`src/sv/rau_pkg.sv`:
```
`timescale 1ns / 1ps

package rau_pkg;

  localparam int unsigned FIELD_W = 16;
  localparam int unsigned NUM_W   = 33;
  localparam int unsigned DEN_W   = 32;

  localparam logic [1:0] OP_ADD = 2'd0;
  localparam logic [1:0] OP_MUL = 2'd1;
  localparam logic [1:0] OP_DIV = 2'd2;
  localparam logic [1:0] OP_CMP = 2'd3;

  typedef struct packed {
    logic [1:0]         opcode;
    logic [FIELD_W-1:0] a_num;
    logic [FIELD_W-1:0] a_den;
    logic [FIELD_W-1:0] b_num;
    logic [FIELD_W-1:0] b_den;
  } rau_in_t;

  typedef struct packed {
    logic [NUM_W-1:0] res_num;
    logic [DEN_W-1:0] res_den;
    logic             is_equal;
    logic             den_zero;
  } rau_out_t;

  typedef enum logic [3:0] {
    CMD_NOP,
    CMD_LOAD,
    CMD_MUL_DEN,
    CMD_MUL_N1,
    CMD_MUL_N2,
    CMD_ACC,
    CMD_GCD_INIT,
    CMD_GCD_STEP,
    CMD_DIV_INIT,
    CMD_DIV_STEP,
    CMD_OUT
  } dp_cmd_e;

  typedef struct packed {
    logic [1:0] op;
    logic       zero;
    logic       gcd_done;
    logic       div_done;
    logic       out_free;
  } dp_status_t;

endpackage

```
`src/sv/rau_ctrl.sv`:
```
`timescale 1ns / 1ps

module rau_ctrl import rau_pkg::*; (
  input  logic       clk_i,
  input  logic       rst_ni,
  input  logic       in_valid_i,
  output logic       in_stall_o,
  input  dp_status_t status_i,
  output dp_cmd_e    cmd_o
);

  localparam logic [3:0] S_IDLE  = 4'd0;
  localparam logic [3:0] S_MDEN  = 4'd1;
  localparam logic [3:0] S_MN1   = 4'd2;
  localparam logic [3:0] S_MN2   = 4'd3;
  localparam logic [3:0] S_ACC   = 4'd4;
  localparam logic [3:0] S_CHK   = 4'd5;
  localparam logic [3:0] S_GCD   = 4'd6;
  localparam logic [3:0] S_DINIT = 4'd7;
  localparam logic [3:0] S_DIV   = 4'd8;
  localparam logic [3:0] S_OUT   = 4'd9;

  logic [3:0] state_q, state_d;

  assign in_stall_o = (state_q != S_IDLE);

  always_comb begin
    state_d = state_q;
    cmd_o   = CMD_NOP;
    unique case (state_q)
      S_IDLE: begin
        if (in_valid_i) begin
          cmd_o   = CMD_LOAD;
          state_d = S_MDEN;
        end
      end
      S_MDEN: begin
        // compare needs no arithmetic
        if (status_i.op == OP_CMP) begin
          state_d = S_OUT;
        end else begin
          cmd_o   = CMD_MUL_DEN;
          state_d = S_MN1;
        end
      end
      S_MN1: begin
        cmd_o   = CMD_MUL_N1;
        state_d = S_MN2;
      end
      S_MN2: begin
        cmd_o   = CMD_MUL_N2;
        state_d = (status_i.op == OP_ADD) ? S_ACC : S_CHK;
      end
      S_ACC: begin
        cmd_o   = CMD_ACC;
        state_d = S_CHK;
      end
      S_CHK: begin
        if (status_i.zero) begin
          state_d = S_OUT;
        end else begin
          cmd_o   = CMD_GCD_INIT;
          state_d = S_GCD;
        end
      end
      S_GCD: begin
        if (status_i.gcd_done) begin
          state_d = S_DINIT;
        end else begin
          cmd_o = CMD_GCD_STEP;
        end
      end
      S_DINIT: begin
        cmd_o   = CMD_DIV_INIT;
        state_d = S_DIV;
      end
      S_DIV: begin
        if (status_i.div_done) begin
          state_d = S_OUT;
        end else begin
          cmd_o = CMD_DIV_STEP;
        end
      end
      S_OUT: begin
        if (status_i.out_free) begin
          cmd_o   = CMD_OUT;
          state_d = S_IDLE;
        end
      end
      default: begin
        state_d = S_IDLE;
      end
    endcase
  end

  always_ff @(posedge clk_i or negedge rst_ni) begin
    if (!rst_ni) begin
      state_q <= S_IDLE;
    end else begin
      state_q <= state_d;
    end
  end

endmodule

```
`src/sv/rau_dp.sv`:
```
`timescale 1ns / 1ps

module rau_dp import rau_pkg::*; #(
  parameter int unsigned OPERAND_WIDTH = 16
) (
  input  logic       clk_i,
  input  logic       rst_ni,
  input  rau_in_t    in_data_i,
  input  dp_cmd_e    cmd_i,
  output dp_status_t status_o,
  input  logic       out_stall_i,
  output logic       out_valid_o,
  output rau_out_t   out_data_o
);

  // operands never carry more bits than the input fields
  localparam int unsigned OpW = (OPERAND_WIDTH < FIELD_W) ? OPERAND_WIDTH : FIELD_W;
  localparam int unsigned DW  = 2 * OpW;
  localparam int unsigned NW  = DW + 1;
  localparam int unsigned KW  = $clog2(NW + 1);

  logic [1:0]     op_q;
  logic [OpW-1:0] an_q, ad_q, bn_q, bd_q;
  logic           eq_q;
  logic [DW-1:0]  prod_q;
  logic [NW-1:0]  num_q;
  logic [DW-1:0]  den_q;
  logic [NW-1:0]  u_q, v_q;
  logic [KW-1:0]  k_q;
  logic [NW-1:0]  g_q;
  logic [NW-1:0]  qn_q, qd_q, rn_q, rd_q;
  logic [KW-1:0]  cnt_q;
  logic           out_valid_q;
  rau_out_t       out_q;

  logic [OpW-1:0] mul_a, mul_b;
  logic [DW-1:0]  prod;
  logic [NW:0]    trial_n, trial_d;
  logic           bit_n, bit_d;

  // shared multiplier, operands chosen per step
  always_comb begin
    mul_a = an_q;
    mul_b = bd_q;
    unique case (cmd_i)
      CMD_MUL_DEN: begin
        mul_a = ad_q;
        mul_b = (op_q == OP_DIV) ? bn_q : bd_q;
      end
      CMD_MUL_N1: begin
        mul_a = an_q;
        mul_b = (op_q == OP_MUL) ? bn_q : bd_q;
      end
      CMD_MUL_N2: begin
        mul_a = bn_q;
        mul_b = ad_q;
      end
      default: begin
        mul_a = an_q;
        mul_b = bd_q;
      end
    endcase
  end

  assign prod = {{OpW{1'b0}}, mul_a} * {{OpW{1'b0}}, mul_b};

  // restoring division, numerator and denominator share the divisor
  assign trial_n = {rn_q, qn_q[NW-1]};
  assign trial_d = {rd_q, qd_q[NW-1]};
  assign bit_n   = (trial_n >= {1'b0, g_q});
  assign bit_d   = (trial_d >= {1'b0, g_q});

  assign status_o.op       = op_q;
  assign status_o.zero     = (num_q == '0) || (den_q == '0);
  assign status_o.gcd_done = (u_q == '0);
  assign status_o.div_done = (cnt_q == '0);
  assign status_o.out_free = !out_valid_q || !out_stall_i;

  assign out_valid_o = out_valid_q;
  assign out_data_o  = out_q;

  always_ff @(posedge clk_i) begin
    prod_q <= prod;
    unique case (cmd_i)
      CMD_LOAD: begin
        op_q <= in_data_i.opcode;
        an_q <= in_data_i.a_num[OpW-1:0];
        ad_q <= in_data_i.a_den[OpW-1:0];
        bn_q <= in_data_i.b_num[OpW-1:0];
        bd_q <= in_data_i.b_den[OpW-1:0];
        eq_q <= (in_data_i.a_num[OpW-1:0] == in_data_i.b_num[OpW-1:0]) &&
                (in_data_i.a_den[OpW-1:0] == in_data_i.b_den[OpW-1:0]);
      end
      CMD_MUL_N1: begin
        den_q <= prod_q;
      end
      CMD_MUL_N2: begin
        num_q <= {1'b0, prod_q};
      end
      CMD_ACC: begin
        num_q <= num_q + {1'b0, prod_q};
      end
      CMD_GCD_INIT: begin
        u_q <= num_q;
        v_q <= {1'b0, den_q};
        k_q <= '0;
      end
      CMD_GCD_STEP: begin
        // binary gcd, one move per cycle
        if (!u_q[0] && !v_q[0]) begin
          u_q <= u_q >> 1;
          v_q <= v_q >> 1;
          k_q <= k_q + 1'b1;
        end else if (!u_q[0]) begin
          u_q <= u_q >> 1;
        end else if (!v_q[0]) begin
          v_q <= v_q >> 1;
        end else if (u_q >= v_q) begin
          u_q <= (u_q - v_q) >> 1;
        end else begin
          v_q <= (v_q - u_q) >> 1;
        end
      end
      CMD_DIV_INIT: begin
        g_q   <= v_q << k_q;
        qn_q  <= num_q;
        qd_q  <= {1'b0, den_q};
        rn_q  <= '0;
        rd_q  <= '0;
        cnt_q <= KW'(NW);
      end
      CMD_DIV_STEP: begin
        rn_q  <= bit_n ? NW'(trial_n - {1'b0, g_q}) : trial_n[NW-1:0];
        rd_q  <= bit_d ? NW'(trial_d - {1'b0, g_q}) : trial_d[NW-1:0];
        qn_q  <= {qn_q[NW-2:0], bit_n};
        qd_q  <= {qd_q[NW-2:0], bit_d};
        cnt_q <= cnt_q - 1'b1;
      end
      CMD_OUT: begin
        if (op_q == OP_CMP) begin
          out_q.res_num  <= '0;
          out_q.res_den  <= '0;
          out_q.is_equal <= eq_q;
          out_q.den_zero <= 1'b0;
        end else if (status_o.zero) begin
          // no reduction when either side is zero
          out_q.res_num  <= NUM_W'(num_q);
          out_q.res_den  <= DEN_W'(den_q);
          out_q.is_equal <= 1'b0;
          out_q.den_zero <= (op_q == OP_DIV) && (den_q == '0);
        end else begin
          out_q.res_num  <= NUM_W'(qn_q);
          out_q.res_den  <= DEN_W'(qd_q);
          out_q.is_equal <= 1'b0;
          out_q.den_zero <= 1'b0;
        end
      end
      default: begin
      end
    endcase
  end

  always_ff @(posedge clk_i or negedge rst_ni) begin
    if (!rst_ni) begin
      out_valid_q <= 1'b0;
    end else if (cmd_i == CMD_OUT) begin
      out_valid_q <= 1'b1;
    end else if (!out_stall_i) begin
      out_valid_q <= 1'b0;
    end
  end

endmodule

```
`src/sv/rational_arithmetic_unit.sv`:
```
`timescale 1ns / 1ps
// path to out_valid_o: a compare goes from load straight to the output state; otherwise the
// multiplier steps run (with an accumulate step for add), and a zero numerator or denominator
// skips the reduction; else the binary gcd loop and the bit-serial divider reduce the result
// one item at a time, next beat taken the cycle after the result is loaded; the output
// register lets the next beat in while a result waits
// reset (rst_ni low, asynchronous) returns the controller to idle and drops out_valid_o
module rational_arithmetic_unit import rau_pkg::*; #(
  parameter int unsigned OPERAND_WIDTH = 16
) (
  input  logic     clk_i,
  input  logic     rst_ni,
  input  logic     in_valid_i,
  output logic     in_stall_o,
  input  rau_in_t  in_data_i,
  output logic     out_valid_o,
  input  logic     out_stall_i,
  output rau_out_t out_data_o
);

  dp_cmd_e    cmd;
  dp_status_t status;

  rau_ctrl u_ctrl (
    .clk_i      (clk_i),
    .rst_ni     (rst_ni),
    .in_valid_i (in_valid_i),
    .in_stall_o (in_stall_o),
    .status_i   (status),
    .cmd_o      (cmd)
  );

  rau_dp #(
    .OPERAND_WIDTH (OPERAND_WIDTH)
  ) u_dp (
    .clk_i       (clk_i),
    .rst_ni      (rst_ni),
    .in_data_i   (in_data_i),
    .cmd_i       (cmd),
    .status_o    (status),
    .out_stall_i (out_stall_i),
    .out_valid_o (out_valid_o),
    .out_data_o  (out_data_o)
  );

endmodule

```
`config.mk`:
```
export PLATFORM = sky130hd
export DESIGN_NAME = rational_arithmetic_unit
export DESIGN_NICKNAME = d
export VERILOG_FILES = /design/src/sv/rau_pkg.sv /design/src/sv/rau_ctrl.sv /design/src/sv/rau_dp.sv /design/src/sv/rational_arithmetic_unit.sv
export SDC_FILE = /design/constraint.sdc
export NUM_CORES = 2
export LEC_CHECK = 0
export CAP_MARGIN = 20
export CORE_MARGIN = 1.5
export CORE_UTILIZATION = 55
export DETAILED_ROUTE_END_ITERATION = 16
export DONT_BUFFER_PORTS = 1
export GPL_ROUTABILITY_DRIVEN = 0
export PLACE_DENSITY = 0.7
export SLEW_MARGIN = 10
export SYNTH_ARGS = -nofsm -noshare
export SYNTH_HDL_FRONTEND = slang
export SYNTH_SLANG_ARGS = --single-unit
export TNS_END_PERCENT = 50
```
`constraint.sdc`:
```
create_clock -name clk_i -period 13.42 [get_ports clk_i]
set_clock_uncertainty 0.2 [all_clocks]
set_input_delay 1.342 -clock clk_i [delete_from_list [all_inputs] [get_ports clk_i]]
set_output_delay 1.342 -clock clk_i [all_outputs]
set_load 0.05 [all_outputs]
```
## Word-level counts from Yosys, hierarchy flattened

Index checks and enable logic that the tools add are counted.
W data, S select, Z words.

- Flip-flop bits (word level): 479
- Bits in latches: 0
- RAM bits: 0
- Memory bits (read-only): 0
- Input bits: 70
- Output and inout bits: 69
- Word-level logic and storage cells: 141
- Memories: 0

- Add/subtract/negate cells: 7
- Multiply operators: 1
- Div/mod/pow operators: 0
- $lt $le $gt $ge: 3
- Eq/ne operators: 34
- Shift-type cells: 1
- Mux-type cells: 43
- Bitwise operators: 1
- Reductions and logical operators: 25

Operators by type and width:

| cell | number |
|---|---|
| $pmux W33 S2 | 7 |
| $mux W33 | 10 |
| $sub A33 B33 Y33 | 4 |
| $pmux W4 S10 | 2 |
| $ge A34 B33 Y1 | 2 |
| $mux W67 | 1 |
| $logic_not A33 Y1 | 2 |
| $pmux W16 S3 | 1 |
| $add A33 B32 Y33 | 1 |
| $ge A33 B33 Y1 | 1 |
| $shl A33 B6 Y33 | 1 |
| $eq A16 B16 Y1 | 2 |
| $eq A4 B3 Y1 const B | 8 |
| $logic_not A32 Y1 | 1 |
| $mul A16 B16 Y32 | 1 |
| $mux W16 | 2 |
| $mux W4 | 8 |
| $pmux W16 S2 | 1 |
| $pmux W6 S2 | 2 |
| $eq A4 B4 Y1 const B | 5 |
| $eq A4 B2 Y1 const B | 4 |
| $ne A4 B4 Y1 const B | 3 |
| $eq A4 B1 Y1 const B | 2 |
| $ne A2 B2 Y1 const B | 4 |
| 23 further kinds | 40 |

## Depth between registers and ports, before layout

- Depth in word-level cells: 7
- Depth in mapped cells: 31
- Depth with buffers taken out: 28

## By module

A second synthesis with hierarchy kept.

- Cells, all modules: 4154
- Area total of the unflattened synthesis: 38702.1 um2

By module, submodules not included:

| module | instances | cells an instance | area each (um2) | sequential area each (um2) |
|---|---|---|---|---|
| rau_dp | 1 | 4091 | 38241.7 | 13908.3 |
| rau_ctrl | 1 | 63 | 460.4 | 100.1 |

## Least setup slack after synthesis

OpenSTA, ideal clock, no wires.

- Kind: register to register
- From: register u_ctrl.state_q[1]
- To: register u_dp.prod_q[31]
- Setup time: 118 ps
- Data arrival time: 7784 ps
- Data required time: 13102 ps
- Setup slack: 5318 ps
- Stages on the path, launching flop included: 29
- Path buffers: 2
- Clock period less this slack: 8102 ps
- Path through: dfrtp_1 -> clkbuf_1 -> nor2b_1 -> nand2_1 -> inv_1 -> nor3_1 -> a221oi_1 -> clkbuf_1 -> nor2_1 -> fa_1 -> inv_1 -> fa_1 -> fa_1 -> inv_1 -> fa_1 -> fa_1 -> inv_1 -> fa_1 -> inv_1 -> ha_1 -> a21o_1 -> a21o_1 -> a21oi_1 -> o21ai_0 -> a31oi_1 -> o21a_1 -> a21oi_1 -> o41a_1 -> xnor2_1

- Cells in the longest elaborated chain, start to end: 5
- Elaborated cells on any way between the ends: 17
- Classes of those cells: mul (1); eq/ne (12); mux (3); reduce/logical (1)

RTL lines:

| item | line | source |
|---|---|---|
| start, declared | rau_ctrl.sv:23 | `logic [3:0] state_q, state_d;` |
| start signal, assigned | rau_ctrl.sv:100 | `state_q <= state_d;` |
| $eq A4 B4 Y1 (tied with other cells) | rau_ctrl.sv:30 | `unique case (state_q)` |
| $pmux W4 S10 * | rau_ctrl.sv:30 |  |
| $eq A4 B3 Y1 or $eq A4 B2 Y1 (tied branches) | rau_dp.sv:45 | `unique case (cmd_i)` |
| $pmux W16 S3 or $pmux W16 S2 (tied branches) | rau_dp.sv:45 |  |
| $mul A16 B16 Y32 * | rau_dp.sv:65 | `assign prod = {{OpW{1'b0}}, mul_a} * {{OpW{1'b0}}, mul_b};` |
| via u_dp.prod[31] | rau_dp.sv:37 | `logic [DW-1:0] prod;` |
| end signal, assigned | rau_dp.sv:83 | `prod_q <= prod;` |
| end, declared | rau_dp.sv:25 | `logic [DW-1:0] prod_q;` |

Mark *: on every way through the listed nets, which the timed path passes. The rest lies on a longest branch.
A chain may end at the register's enable or synchronous reset.

## Worst setup path in the final report

- From: register u_dp.op_q[0]
- To: register u_dp.prod_q[31]

- Cells in the longest elaborated chain, start to end: 6
- Elaborated cells on any way between the ends: 13
- Classes of those cells: mul (1); eq/ne (6); mux (6)

RTL lines:

| item | line | source |
|---|---|---|
| start, declared | rau_dp.sv:22 | `logic [1:0] op_q;` |
| start signal, assigned | rau_dp.sv:86 | `op_q <= in_data_i.opcode;` |
| $eq A2 B2 Y1 | rau_ctrl.sv:39 | `if (status_i.op == OP_CMP) begin` |
| $mux W2 | rau_ctrl.sv:39 |  |
| $pmux W4 S10 | rau_ctrl.sv:30 |  |
| $eq A4 B3 Y1 or $eq A4 B2 Y1 (tied branches) | rau_dp.sv:45 |  |
| $pmux W16 S3 or $pmux W16 S2 (tied branches) | rau_dp.sv:45 |  |
| $mul A16 B16 Y32 * | rau_dp.sv:65 |  |
| via u_dp.prod[31] | rau_dp.sv:37 |  |

Marks and branches as above.

==> impl_metrics.yaml <==
place:
  hpwl_um: 83300
  port_buffers: 0
sta:
  hold_viol_final: 0
  unrepaired_setup_endpoints_after_global_routing: "false"
  tightest_slew_ns: 1.27
  max_freq_mhz: 102
  hold-worst-slack_ns: 0.204
  drv_slew: 0
  worst_slew_margin_rel_pct: 15.1
  finalCriticalPeriod_ns: 9.77
  final_period_util_pct: 72.8
  finalSetupTns_ns: 0
  timing.final.setup_violations: 0
cts:
  tritoncts_num_sinks: 478
  clk_latency_ns: 0.63
  cts.clk_slew.worst_paths_ns: 0.06
  post_cts.repair.setup_buffers: 0
  cts_htree_levels: 2
  cts_tree: "done"
  post_cts_resized: 0
  cts_buffer_depth: 3
  holdBufCountCts: 0
  numCtsBuffers: 51
  clk_root_buffer_cell: "sky130_fd_sc_hd__clkbuf_16"
global_routing:
  first_global_vias: 29700
  grt_usage_pct: 29.1
  gr-total-overflow: 0
  grt_first_pass_wirelength_um: 166000
  grt_antenna_before_repair: 0
  grt_max_degree: 80
critical_path:
  worst_ep_arrival_time_ns: 10.09
  cp_data_required_time_ns: 13.74
  cpMostUsedCell: "sky130_fd_sc_hd__fa_1"
  cp_slowest_cell: "sky130_fd_sc_hd__a221oi_1"
  r2r.worst_path.cells: 27
  critical-path-max-stage-delay_ns: 1.01
  start_kind: "flop"
  worst-setup-path-type: "flop to flop"
  crit_path_end_kind: "flop"
  regToRegEndpoint: "u_dp.prod_q[31]"
  rr_startpoint: "u_dp.op_q[0]"
  internal_reg_to_reg_setup_slack_ns: 3.65
  crit_path_max_fanout: 67
yosys:
  seq_area_frac_synth_pct: 36.0
  yosys_register_bits: 478
  synthDistinctLibCells: 89
  syn_nets: 4743
  synthesis.area_um2: 39000
  syn_avg_cell_area_um2: 9.26
  yosysWarningCount: 0
  synth-edff-count: 441
  yosysTopAreaCell: "sky130_fd_sc_hd__edfxtp_1"
  synth.top_cells.by_count: "614 x sky130_fd_sc_hd__nand2_1, 475 x sky130_fd_sc_hd__nor2_1, 441 x sky130_fd_sc_hd__edfxtp_1"
  cell_count_after_synthesis: 4205
  netlist.area_leader.share_pct: 34.0
  synthArstFlopShare_pct: 1.05
  yosys_most_used_dff: "sky130_fd_sc_hd__edfxtp_1"
  yosys.cell_count.top_type: "sky130_fd_sc_hd__nand2_1"
  post_synth_main_area_contributors: "sky130_fd_sc_hd__edfxtp_1 34%, sky130_fd_sc_hd__fa_1 10%, sky130_fd_sc_hd__ha_1 8.6%"
detailed_routing:
  postRouteAntennaNets: 0
  drc: 0
  detail_route.wirelength_um: 107000
  topRoutingLayerUsed: "met4"
  wl_met2_um: 50900
  wl_per_cell_um: 21.0
  dr.pass1.iters: 8
  post_drt_via_cell_ratio: 6.06
  wl_met3_um: 6960
  dr.first_iter.drc_count: 2657
  routed-via-count: 30900
  m1WireLength_um: 42800
floorplan:
  boundaryPins: 139
  initial_core_utilization_pct: 55.6
  die_width_um: 269
  die_height_um: 269
  fp.dieArea_um2: 72400
  placeableCoreArea_um2: 70000
  placement_rows: 97
finish:
  synthToLayoutAreaGrowth_pct: 6.76
  fin_nets: 4652
  final_layout_size_suffix_gt1_share_pct: 4.74
  antennaDiodeCount: 0
flow_run:
  drv.max_cap_violation_count: 0
hold_path:
  hold_path.class: "primary input to asynchronous set/reset pin"
run_status:
  outcome: "completed"
==> layout make-up <==
cell class,instances,area (um^2)
clock buffers,67,1400
clock inverters,26,283
fillers,6098,28400
inverters,379,1420
multi-input cells,3150,22900
flip-flops and latches,478,14000
well taps,940,1180
repair buffers,54,418
==> state kept, by name (all words and copies together), names as in the netlist, 32 cells and up <==
register / count
u_dp.out_data_o: 67
u_dp.g_q: 33
u_dp.num_q: 33
u_dp.qd_q: 33
u_dp.qn_q: 33
u_dp.rd_q: 33
u_dp.rn_q: 33
u_dp.u_q: 33
u_dp.den_q: 32
u_dp.prod_q: 32
u_dp.v_q: 32
==> routing by layer <==
layer | vias up | GRT usage (%)
li1 | 14500 | -
met2 | 1207 | 48.8
met1 | 14900 | 36.2
met5 | - | 0
met4 | 0 | 15.8
met3 | 283 | 4.29
==> worst max path at each step <==
stage,to,from,cells past startpoint
floorplan,u_dp.prod_q[31],u_ctrl.state_q[1],28
global placement,u_dp.prod_q[31],u_dp.op_q[0],27
detailed placement,u_dp.prod_q[31],u_dp.op_q[0],27
CTS,u_dp.prod_q[31],u_dp.op_q[0],27
global route,u_dp.prod_q[31],u_dp.op_q[0],27
finish,u_dp.prod_q[31],u_dp.op_q[0],27
==> worst max-delay path: cells and delay by family (launching register included) <==
kind | cells | cell delay (ns)
XOR/XNOR | 1 | 0.14
AO/OA/AOI/OAI | 8 | 2.68
AND/OR/NAND/NOR | 6 | 1.85
flip-flops | 1 | 0.45
buffers and inverters | 5 | 1.07
adder cells (fa/ha/maj) | 7 | 3.26
==> cells in the final DEF, fill, tap and decap left out, types with 99 or more instances in the layout <==
cell and n:
sky130_fd_sc_hd__fa_1 199, sky130_fd_sc_hd__nand2_1 612, sky130_fd_sc_hd__xnor2_1 99, sky130_fd_sc_hd__a21oi_1 264, sky130_fd_sc_hd__mux2i_1 122, sky130_fd_sc_hd__o21ai_0 181
sky130_fd_sc_hd__ha_1 269, sky130_fd_sc_hd__inv_1 376, sky130_fd_sc_hd__edfxtp_1 441, sky130_fd_sc_hd__nor2_1 473
==> stage by stage <==
step / cell area [um^2] / setup slack (ns) / utilization (%) / std cells
floorplan: 39000 / 5.32 / - / 4205
global placement: 39900 / 3.88 / 57.0 / 5000
detailed placement: 39900 / 3.70 / 57.0 / 5000
CTS: 41600 / 3.68 / 59.4 / 5093
global route: 41600 / 3.10 / 59.4 / 5094
finish: 41600 / 3.65 / 59.4 / 5094
==> kinds of logic after synthesis <==
logic type / count (synthesis) / synth area share (%)
muxes: 141 / 4.12
adders and majority gates: 468 / 18.9
DFF: 478 / 36.0
and+or+nand+nor: 1472 / 16.5
buffers and inverters: 577 / 5.64
AOI/OAI and AO/OA: 879 / 14.6
xor gates and xnor gates: 190 / 4.27
Power is not shown: default switching activity piles up to over one toggle a cycle in this logic, so the estimate is an artifact.
